File: config.mk
export PLATFORM = sky130hd
export DESIGN_NAME = tilt_detector
export DESIGN_NICKNAME = d
export VERILOG_FILES = /design/src/rtl/core/tdet_pkg.sv /design/src/rtl/core/tilt_detector.sv /design/src/rtl/core/tdet_div.sv /design/src/rtl/core/tdet_mul.sv
export SDC_FILE = /design/constraint.sdc
export NUM_CORES = 2
export LEC_CHECK = 0
export BUFFER_PORTS_ARGS = -buffer_cell sky130_fd_sc_hd__clkbuf_2
export CORE_MARGIN = 8
export CORE_UTILIZATION = 44
export CTS_BUF_LIST = sky130_fd_sc_hd__clkbuf_16
export DETAILED_ROUTE_END_ITERATION = 16
export GPL_TIMING_DRIVEN = 1
export HOLD_SLACK_MARGIN = 0.03
export PLACE_DENSITY_LB_ADDON = 0.05
export RECOVER_POWER = 50
export SLEW_MARGIN = 20
export SYNTH_ARGS = -nofsm -noshare
export SYNTH_HDL_FRONTEND = slang
export SYNTH_SLANG_ARGS = --single-unit
export TNS_END_PERCENT = 1
File: constraint.sdc
create_clock -name clk -period 8.45 [get_ports clk]
set_clock_uncertainty 0.1 [all_clocks]
set_input_delay 2.1125 -clock clk [delete_from_list [all_inputs] [get_ports clk]]
set_output_delay 2.1125 -clock clk [all_outputs]
set_load 0.01 [all_outputs]
File: src/rtl/core/tdet_pkg.sv
// tdet_pkg: shared types, codes, widths and the saturating-add helper function of the tilt detector
// used by every module under rtl/core
// no dependencies
package tdet_pkg;

	localparam int COUNT_BITS_DEF = 16;
	localparam int SUM_W = 32;
	localparam int ACC_W = 16;
	localparam int TIME_W = 64;
	localparam int BT_W = 32;
	localparam int THR_W = 31;
	localparam int CFG_W = 32;
	localparam int CFG_IDX_W = 2;
	localparam int PROD_W = 2 * ACC_W;
	localparam int DOT_W = PROD_W + 2;
	localparam int DIV_STEPS = SUM_W;
	localparam int MUL_STEPS = ACC_W;
	localparam int STEP_W = $clog2(DIV_STEPS);

	localparam logic [BT_W-1:0] BATCH_TIME_RST = BT_W'(2000000000);
	localparam logic [THR_W-1:0] ANGLE_THRESH_RST = THR_W'(82646034);

	localparam logic [1:0] MODE_DISABLED = 2'd0;
	localparam logic [1:0] MODE_AWAIT_MOTION = 2'd1;
	localparam logic [1:0] MODE_AWAIT_TILT = 2'd2;

	localparam logic [1:0] KIND_SAMPLE = 2'd0;
	localparam logic [1:0] KIND_ANY_MOTION = 2'd1;
	localparam logic [1:0] KIND_NO_MOTION = 2'd2;

	localparam logic [CFG_IDX_W-1:0] REG_ENABLE = CFG_IDX_W'(0);
	localparam logic [CFG_IDX_W-1:0] REG_BATCH_TIME = CFG_IDX_W'(1);
	localparam logic [CFG_IDX_W-1:0] REG_ANGLE_THRESH = CFG_IDX_W'(2);

	// sequencing strobes from the controller to a serial unit
	typedef struct packed {
		logic load;
		logic run;
		logic last;
	} tdet_seq_t;

	// saturating add of one sample to a batch sum
	function automatic logic signed [SUM_W-1:0] sat_add(
		input logic signed [SUM_W-1:0] a,
		input logic signed [ACC_W-1:0] b
	);
		logic signed [SUM_W:0] s;
		logic signed [SUM_W-1:0] r;
		s = {a[SUM_W-1], a} + {{(SUM_W + 1 - ACC_W){b[ACC_W-1]}}, b};
		if (s[SUM_W] != s[SUM_W-1]) begin
			r = s[SUM_W] ? {1'b1, {(SUM_W - 1){1'b0}}} : {1'b0, {(SUM_W - 1){1'b1}}};
		end else begin
			r = s[SUM_W-1:0];
		end
		return r;
	endfunction

endpackage

File: src/rtl/core/tilt_detector.sv
// Tilt detector: takes one word at a time over a valid/stall channel and returns one result word
// per input. An event passes S_UPD and S_DONE, a sample that leaves its batch open S_UPD, S_CHK and
// S_DONE, one that closes the first batch S_UPD, S_CHK, S_DIV, S_REF and S_DONE, and one that closes
// a later batch also S_MUL, S_DOT and S_CMP after S_REF. Closing uses the three-lane bit-serial
// divider (one quotient bit per cycle) and multiplier, which form the means and the products of the
// dot product. A finished result waits in the output register while the next word is taken in.
// Configuration writes are taken at any time and should be made while no word is in flight.
module tilt_detector import tdet_pkg::*; #(
	parameter int COUNT_BITS = COUNT_BITS_DEF
) (
	input  logic                    clk,
	input  logic                    arst_n,
	input  logic                    cfg_we,
	input  logic [CFG_IDX_W-1:0]    cfg_index,
	input  logic [CFG_W-1:0]        cfg_data,
	input  logic                    in_valid,
	output logic                    in_stall,
	input  logic [1:0]              kind,
	input  logic [TIME_W-1:0]       timestamp_ns,
	input  logic signed [ACC_W-1:0] accel_x,
	input  logic signed [ACC_W-1:0] accel_y,
	input  logic signed [ACC_W-1:0] accel_z,
	output logic                    out_valid,
	input  logic                    out_stall,
	output logic                    tilt,
	output logic                    batch_closed,
	output logic [1:0]              mode
);

	localparam logic [COUNT_BITS-1:0] COUNT_MAX = '1;

	typedef enum logic [9:0] {
		S_IDLE  = 10'b00_0000_0001,
		S_UPD   = 10'b00_0000_0010,
		S_CHK   = 10'b00_0000_0100,
		S_DIV   = 10'b00_0000_1000,
		S_REF   = 10'b00_0001_0000,
		S_MUL   = 10'b00_0010_0000,
		S_DOT   = 10'b00_0100_0000,
		S_CMP   = 10'b00_1000_0000,
		S_DONE  = 10'b01_0000_0000,
		S_SPARE = 10'b10_0000_0000
	} state_t;

	state_t                  state_q;
	logic [STEP_W-1:0]       step_q;
	logic [1:0]              mode_q;
	logic [BT_W-1:0]         batch_time_q;
	logic [THR_W-1:0]        thresh_q;
	logic                    open_q;
	logic [TIME_W-1:0]       start_q;
	logic [COUNT_BITS-1:0]   count_q;
	logic signed [SUM_W-1:0] sum_q [3];
	logic signed [ACC_W-1:0] ref_q [3];
	logic                    ref_valid_q;

	logic [1:0]              kind_q;
	logic [TIME_W-1:0]       ts_q;
	logic signed [ACC_W-1:0] acc_in_q [3];
	logic [TIME_W-1:0]       elapsed_q;
	logic signed [DOT_W-1:0] dot01_q;
	logic                    res_tilt_q;
	logic                    res_closed_q;

	logic                    out_valid_q;
	logic                    tilt_q;
	logic                    closed_q;
	logic [1:0]              out_mode_q;

	tdet_seq_t               div_seq;
	tdet_seq_t               mul_seq;
	logic signed [ACC_W-1:0] mean [3];
	logic signed [PROD_W-1:0] prod [3];

	logic                    accept;
	logic                    out_free;
	logic                    close;
	logic [TIME_W-1:0]       start_eff;
	logic signed [DOT_W-1:0] dot;
	logic                    below;

	assign accept = in_valid && !in_stall;
	assign in_stall = !arst_n || (state_q != S_IDLE);
	assign out_free = !out_valid_q || !out_stall;
	assign start_eff = open_q ? start_q : ts_q;
	assign close = (elapsed_q[TIME_W-1:BT_W] != '0) || (elapsed_q[BT_W-1:0] > batch_time_q)
		|| (count_q == COUNT_MAX);
	assign dot = dot01_q + DOT_W'(prod[2]);
	assign below = dot < $signed({{(DOT_W - THR_W){1'b0}}, thresh_q});

	always_comb begin
		div_seq = '0;
		mul_seq = '0;
		div_seq.load = (state_q == S_CHK) && close;
		div_seq.run = state_q == S_DIV;
		mul_seq.load = (state_q == S_REF) && ref_valid_q;
		mul_seq.run = state_q == S_MUL;
		mul_seq.last = (state_q == S_MUL) && (step_q == STEP_W'(MUL_STEPS - 1));
	end

	for (genvar i = 0; i < 3; i++) begin : g_lane
		tdet_div #(.COUNT_BITS(COUNT_BITS)) u_div (
			.clk   (clk),
			.seq   (div_seq),
			.sum   (sum_q[i]),
			.count (count_q),
			.mean  (mean[i])
		);

		tdet_mul u_mul (
			.clk  (clk),
			.seq  (mul_seq),
			.a    (mean[i]),
			.b    (ref_q[i]),
			.prod (prod[i])
		);
	end

	// captured word and datapath scratch, no reset needed
	always_ff @(posedge clk) begin
		if (accept) begin
			kind_q <= kind;
			ts_q <= timestamp_ns;
			acc_in_q[0] <= accel_x;
			acc_in_q[1] <= accel_y;
			acc_in_q[2] <= accel_z;
		end
		if (state_q == S_UPD) begin
			elapsed_q <= ts_q - start_eff;
		end
		if (state_q == S_DOT) begin
			dot01_q <= DOT_W'(prod[0]) + DOT_W'(prod[1]);
		end
		if (((state_q == S_REF) && !ref_valid_q) || ((state_q == S_CMP) && below)) begin
			for (int i = 0; i < 3; i++) begin
				ref_q[i] <= mean[i];
			end
		end
	end

	always_ff @(posedge clk or negedge arst_n) begin
		if (!arst_n) begin
			state_q <= S_IDLE;
			step_q <= '0;
			mode_q <= MODE_DISABLED;
			batch_time_q <= BATCH_TIME_RST;
			thresh_q <= ANGLE_THRESH_RST;
			open_q <= 1'b0;
			start_q <= '0;
			count_q <= '0;
			for (int i = 0; i < 3; i++) begin
				sum_q[i] <= '0;
			end
			ref_valid_q <= 1'b0;
			res_tilt_q <= 1'b0;
			res_closed_q <= 1'b0;
			out_valid_q <= 1'b0;
			tilt_q <= 1'b0;
			closed_q <= 1'b0;
			out_mode_q <= MODE_DISABLED;
		end else begin
			if ((state_q == S_DONE) && out_free) begin
				out_valid_q <= 1'b1;
			end else if (out_valid_q && !out_stall) begin
				out_valid_q <= 1'b0;
			end
			unique case (state_q)
				S_IDLE: begin
					if (accept) begin
						state_q <= S_UPD;
					end
				end
				S_UPD: begin
					res_tilt_q <= 1'b0;
					res_closed_q <= 1'b0;
					if ((kind_q == KIND_SAMPLE) && (mode_q == MODE_AWAIT_TILT)) begin
						open_q <= 1'b1;
						start_q <= start_eff;
						for (int i = 0; i < 3; i++) begin
							sum_q[i] <= sat_add(sum_q[i], acc_in_q[i]);
						end
						if (count_q != COUNT_MAX) begin
							count_q <= count_q + 1'b1;
						end
						state_q <= S_CHK;
					end else begin
						state_q <= S_DONE;
						if ((kind_q == KIND_ANY_MOTION) && (mode_q == MODE_AWAIT_MOTION)) begin
							mode_q <= MODE_AWAIT_TILT;
						end else if ((kind_q == KIND_NO_MOTION)
							&& (mode_q == MODE_AWAIT_TILT)) begin
							mode_q <= MODE_AWAIT_MOTION;
						end
					end
				end
				S_CHK: begin
					if (close) begin
						// the dividers have taken the sums, so the batch restarts now
						open_q <= 1'b0;
						start_q <= '0;
						count_q <= '0;
						for (int i = 0; i < 3; i++) begin
							sum_q[i] <= '0;
						end
						res_closed_q <= 1'b1;
						step_q <= '0;
						state_q <= S_DIV;
					end else begin
						state_q <= S_DONE;
					end
				end
				S_DIV: begin
					step_q <= step_q + 1'b1;
					if (step_q == STEP_W'(DIV_STEPS - 1)) begin
						state_q <= S_REF;
					end
				end
				S_REF: begin
					step_q <= '0;
					if (ref_valid_q) begin
						state_q <= S_MUL;
					end else begin
						// first batch only latches the reference
						ref_valid_q <= 1'b1;
						state_q <= S_DONE;
					end
				end
				S_MUL: begin
					step_q <= step_q + 1'b1;
					if (step_q == STEP_W'(MUL_STEPS - 1)) begin
						state_q <= S_DOT;
					end
				end
				S_DOT: begin
					state_q <= S_CMP;
				end
				S_CMP: begin
					res_tilt_q <= below;
					state_q <= S_DONE;
				end
				S_DONE: begin
					if (out_free) begin
						tilt_q <= res_tilt_q;
						closed_q <= res_closed_q;
						out_mode_q <= mode_q;
						state_q <= S_IDLE;
					end
				end
				default: begin
					state_q <= S_IDLE;
				end
			endcase
			if (cfg_we) begin
				unique case (cfg_index)
					REG_ENABLE: mode_q <= cfg_data[0] ? MODE_AWAIT_MOTION : MODE_DISABLED;
					REG_BATCH_TIME: batch_time_q <= cfg_data[BT_W-1:0];
					REG_ANGLE_THRESH: thresh_q <= cfg_data[THR_W-1:0];
					default: ;
				endcase
			end
		end
	end

	assign out_valid = out_valid_q;
	assign tilt = tilt_q;
	assign batch_closed = closed_q;
	assign mode = out_mode_q;

endmodule

File: src/rtl/core/tdet_div.sv
// tdet_div: one lane of the bit-serial restoring divider, batch sum over sample count
// truncates toward zero; one quotient bit per cycle
// depends on tdet_pkg
module tdet_div import tdet_pkg::*; #(
	parameter int COUNT_BITS = COUNT_BITS_DEF
) (
	input  logic                    clk,
	input  tdet_seq_t               seq,
	input  logic signed [SUM_W-1:0] sum,
	input  logic [COUNT_BITS-1:0]   count,
	output logic signed [ACC_W-1:0] mean
);

	logic [SUM_W-1:0]      dvd_q;
	logic [COUNT_BITS-1:0] rem_q;
	logic [COUNT_BITS-1:0] dvs_q;
	logic                  neg_q;
	logic [COUNT_BITS:0]   trial;
	logic                  ge;
	logic [COUNT_BITS:0]   diff;

	assign trial = {rem_q, dvd_q[SUM_W-1]};
	assign ge = trial >= {1'b0, dvs_q};
	assign diff = trial - {1'b0, dvs_q};

	always_ff @(posedge clk) begin
		if (seq.load) begin
			neg_q <= sum[SUM_W-1];
			dvd_q <= sum[SUM_W-1] ? SUM_W'(-sum) : SUM_W'(sum);
			rem_q <= '0;
			dvs_q <= count;
		end else if (seq.run) begin
			// remainder stays below the divisor, so the top bit of the difference is zero
			rem_q <= ge ? diff[COUNT_BITS-1:0] : trial[COUNT_BITS-1:0];
			dvd_q <= {dvd_q[SUM_W-2:0], ge};
		end
	end

	// the mean of saturated 16-bit samples always fits 16 bits
	assign mean = neg_q ? ACC_W'(-dvd_q[ACC_W-1:0]) : dvd_q[ACC_W-1:0];

endmodule

File: src/rtl/core/tdet_mul.sv
// tdet_mul: one lane of the bit-serial signed multiplier, mean times reference
// shift-add over the multiplier bits, the sign bit subtracted on the last step
// depends on tdet_pkg
module tdet_mul import tdet_pkg::*; (
	input  logic                     clk,
	input  tdet_seq_t                seq,
	input  logic signed [ACC_W-1:0]  a,
	input  logic signed [ACC_W-1:0]  b,
	output logic signed [PROD_W-1:0] prod
);

	logic [ACC_W-1:0]         mplr_q;
	logic signed [PROD_W-1:0] mcand_q;
	logic signed [PROD_W-1:0] acc_q;
	logic signed [PROD_W-1:0] addend;

	always_comb begin
		if (!mplr_q[0]) begin
			addend = '0;
		end else if (seq.last) begin
			addend = -mcand_q;
		end else begin
			addend = mcand_q;
		end
	end

	always_ff @(posedge clk) begin
		if (seq.load) begin
			mplr_q <= a;
			mcand_q <= PROD_W'(b);
			acc_q <= '0;
		end else if (seq.run) begin
			acc_q <= acc_q + addend;
			mcand_q <= mcand_q <<< 1;
			mplr_q <= mplr_q >> 1;
		end
	end

	assign prod = acc_q;

endmodule

==> out/qor.json <==
{
  "cells_and_area": {
    "drive_above_1_share": 0.0793,
    "final_cells": 8035,
    "final_design_area_no_fill_sq_mm": 0.0652,
    "finish.net_count": 6776,
    "layout-area-overhead-vs-synth_pct": 10.5,
    "nFillCells": 12600
  },
  "clocking": {
    "clockBufferDepth": 3,
    "clk-insertion-delay-late_ns": 0.72,
    "ctsResizeCount": 0,
    "number_of_buffers_inserted_by_post_cts_setup_repair": 0,
    "cts-buffers-inserted": 110,
    "cts_tree": "yes",
    "path_clk_slew_ns": 0.06,
    "htreeDepth": 3,
    "holdBufCountCts": 0,
    "clk_tree_root_cell": "sky130_fd_sc_hd__clkbuf_16",
    "tritoncts_num_sinks": 926
  },
  "sta": {
    "final_max_slew_viol_count": 659,
    "tns_ns": 0,
    "setup_viol": 0,
    "timing.final.hold_violations": 0,
    "final_period_minus_worst_setup_slack_ns": 7.11,
    "layout_worst_path_cycle_share": 0.841,
    "max_clock_freq_ghz": 0.141,
    "timing.max_slew.rel_slack": -1.83,
    "grt_setup_unrepaired": "false",
    "worst_slew_pin_slew_ns": 4.24,
    "worst_slack_ns": 1.34
  },
  "worst_setup_path": {
    "worstPathRequired_ns": 8.96,
    "arrival_ns": 7.62,
    "timing.rr.end": "sum_q[65]",
    "critPathBufInv": 4,
    "crit-reg2reg-launch": "batch_time_q[21]",
    "critPathSlowestCell": "sky130_fd_sc_hd__clkbuf_1",
    "critPathKind": "reg -> reg",
    "cp-start-kind": "flop",
    "worst_path_largest_cell_delay_ns": 2.63,
    "worst-r2r-cell-count": 13,
    "worst_setup_path_end_kind": "flop",
    "reg2reg_slack_ns": 1.34,
    "crit_family": "buffers and inverters",
    "timing.critical_path.fanout_max": 68,
    "path_cells": "inv_1 -> ha_1 -> a21o_1 -> a21o_1 -> a21oi_1 -> o21ai_0 -> a21oi_1 -> a32oi_1 -> o21bai_4 -> clkbuf_1 -> clkinv_1 -> buf_4 -> o31ai_1"
  },
  "yosys": {
    "synth_flop_cell": "sky130_fd_sc_hd__edfxtp_1",
    "synth_top_cells_by_area": "sky130_fd_sc_hd__edfxtp_1 26%, sky130_fd_sc_hd__dfrtp_1 10%, sky130_fd_sc_hd__ha_1 9.4%, sky130_fd_sc_hd__dfxtp_1 4.9%, sky130_fd_sc_hd__xnor2_1 4.6%",
    "yosys-top-cells-count": "684 x sky130_fd_sc_hd__nand2_1, 518 x sky130_fd_sc_hd__edfxtp_1, 444 x sky130_fd_sc_hd__ha_1, 411 x sky130_fd_sc_hd__o21ai_0, 402 x sky130_fd_sc_hd__a21oi_1",
    "avgSynthCellArea_sq_um": 9.71,
    "synth-seq-area-share": 0.425,
    "synthDistinctLibCells": 83,
    "synth-warning-count": 0,
    "synthCells": 6075,
    "synth.cell_area_sq_mm": 0.0590,
    "async_reset_ff_frac": 0.285,
    "yosys.area.top_type": "sky130_fd_sc_hd__edfxtp_1",
    "mappedNetlistNets": 6684,
    "synth_top_area_share": 0.264,
    "synth-edff-count": 518,
    "yosys.cell_count.top_type": "sky130_fd_sc_hd__nand2_1",
    "synth_seq_cells": 926
  },
  "placed_design": {
    "numPortBuffers": 158,
    "placed_cell_area_sq_mm": 0.0616,
    "routabilityCongestion": 0.861,
    "detailedPlacementHpwl_mm": 109,
    "placement.setup.worst_slack_ns": 1.75,
    "numPlacedInstances": 7823
  },
  "drt": {
    "vias": 44700,
    "drtPass1Iterations": 5,
    "post-route-drc-count": 0,
    "final_antenna_net_count": 0,
    "drt_iter0_markers": 2555,
    "routedWlPerCell_um": 18.7,
    "drt-vias-per-instance": 5.56,
    "drt-total-wl_mm": 150
  },
  "global_routing": {
    "grt_max_degree": 195,
    "gr_overflow_total": 0,
    "first_pass_grt_wire_length_mm": 239,
    "vias_in_the_first_global_route": 43400,
    "track_usage": 0.198,
    "initial_antenna_violation_count": 4
  },
  "die": {
    "total_number_of_placement_rows": 134,
    "num_io_pins": 159,
    "die-area_sq_mm": 0.146,
    "die_width_um": 382,
    "core_area_sq_mm": 0.133,
    "initial_core_util": 0.443,
    "die_y_um": 382
  },
  "hold_path": {
    "hold_end": "g_lane[0].u_div.rem_q[15]",
    "hold_path.class": "reg -> reg",
    "hold_path_depth": 1,
    "start_point_of_the_worst_min_delay_path": "g_lane[0].u_div.rem_q[15]"
  },
  "run_status": {
    "violations": "max-capacitance violations, max-slew violations",
    "outcome": "finished with violations"
  },
  "pwr": {
    "worst_vdd_ir_uv": 170,
    "power.static_leakage_uw": 0.0272,
    "power.density_cell_area_mw_per_mm2": 209
  },
  "flow_run": {
    "drv.max_cap_violation_count": 11
  }
}
-- report_power, final --
part           leakage [uW]  internal, uW  switching, uW
Clock               0.00186          2850           2000
Sequential          0.00919          5150            341
Combinational        0.0162          1400           1890
-- layout by cell type, fill, tap and decap left out, types with 40 or more instances in the layout --
master,n
sky130_fd_sc_hd__o2bb2ai_1,92
sky130_fd_sc_hd__dfrtp_1,239
sky130_fd_sc_hd__clkbuf_16,111
sky130_fd_sc_hd__xor2_1,204
sky130_fd_sc_hd__mux2_2,76
sky130_fd_sc_hd__edfxtp_1,518
sky130_fd_sc_hd__nand3_1,164
sky130_fd_sc_hd__o21bai_1,40
sky130_fd_sc_hd__and2_1,112
sky130_fd_sc_hd__a21oi_1,401
sky130_fd_sc_hd__ha_1,444
sky130_fd_sc_hd__nand2b_1,59
sky130_fd_sc_hd__nand2_1,683
sky130_fd_sc_hd__nand4_1,68
sky130_fd_sc_hd__inv_1,248
sky130_fd_sc_hd__nor2_1,338
sky130_fd_sc_hd__and3_1,52
sky130_fd_sc_hd__o21a_1,58
sky130_fd_sc_hd__o21ai_0,411
sky130_fd_sc_hd__xnor2_1,307
sky130_fd_sc_hd__a21o_1,255
sky130_fd_sc_hd__nor2b_1,55
sky130_fd_sc_hd__nor3_1,106
sky130_fd_sc_hd__clkbuf_2,127
sky130_fd_sc_hd__dfxtp_1,144
sky130_fd_sc_hd__o31ai_1,78
sky130_fd_sc_hd__or3_1,50
sky130_fd_sc_hd__a221o_1,40
sky130_fd_sc_hd__mux2i_1,116
-- stage by stage --
| step | total power (uW) | utilization | hold slack [ns] |
|---|---|---|---|
| after floorplan | 8010 | - | 0.343 |
| after global placement | 8840 | 0.462 | 0.354 |
| after CTS | 13800 | 0.490 | 0.374 |
| final | 13600 | 0.489 | 0.374 |
| after detailed placement | 8870 | 0.462 | 0.360 |
| after global routing | 14400 | 0.489 | 0.398 |
-- logic make-up after synthesis --
logic type | after synthesis | share of synthesized area
and+or+nand+nor | 1869 | 0.153
AOI/OAI and AO/OA | 1668 | 0.185
DFF | 926 | 0.425
xor gates and xnor gates | 511 | 0.0759
adders and majority gates | 456 | 0.0983
buffers and inverters | 453 | 0.0289
muxes | 192 | 0.0342
-- state kept, by name, summed over array words and instances (netlist names), 64 cells and up --
register and cells:
g_lane.u_div.dvd_q 96, g_lane.u_mul.mcand_q 96, g_lane.u_mul.prod 96, sum_q 96, elapsed_q 64, start_q 64
ts_q 64
-- worst reg2reg max path, stage by stage, from the launching register on --
cell,delay [ns]
sky130_fd_sc_hd__dfstp_2,0.53
sky130_fd_sc_hd__inv_1,0.04
sky130_fd_sc_hd__ha_1,0.31
sky130_fd_sc_hd__a21o_1,0.16
sky130_fd_sc_hd__a21o_1,0.17
sky130_fd_sc_hd__a21oi_1,0.15
sky130_fd_sc_hd__o21ai_0,0.12
sky130_fd_sc_hd__a21oi_1,0.28
sky130_fd_sc_hd__a32oi_1,0.20
sky130_fd_sc_hd__o21bai_4,0.22
sky130_fd_sc_hd__clkbuf_1,2.63
sky130_fd_sc_hd__clkinv_1,1.19
sky130_fd_sc_hd__buf_4,0.58
sky130_fd_sc_hd__o31ai_1,0.31
-- routing by layer --
layer,GRT usage,vias to the layer above,part of all wire
met2,0.325,680,0.46
li1,-,22500,-
met1,0.277,21300,0.48
met3,0.0248,179,0.038
met5,0,-,0
met4,0.0511,0,0.021
-- how the worst max path moves through the flow --
stage,cells after the start,slack [ns],endpoint,start
finish,13,1.34,sum_q[65],batch_time_q[21]
global placement,20,1.94,g_lane[1].u_mul.prod[28],state_q[8]
global route,10,0.82,sum_q[64],batch_time_q[30]
CTS,20,1.73,g_lane[1].u_mul.prod[28],state_q[8]
detailed placement,20,1.75,g_lane[1].u_mul.prod[28],state_q[8]
floorplan,19,2.62,ref_q[0][0],dot01_q[0]
-- area by class of cell --
class / instances / area, sq um / share of cell area
Multi-Input combinational cell: 4696 / 32300 / 0.495
Clock buffer: 111 / 2780 / 0.0426
Tap cell: 1768 / 2210 / 0.0339
Sequential cell: 926 / 25100 / 0.385
Clock inverter: 98 / 917 / 0.0141
Timing Repair Buffer: 198 / 1040 / 0.0160
Inverter: 235 / 891 / 0.0137
Antenna cell: 3 / 7.51 / 0.000115
(Power assumes the default switching activity.)
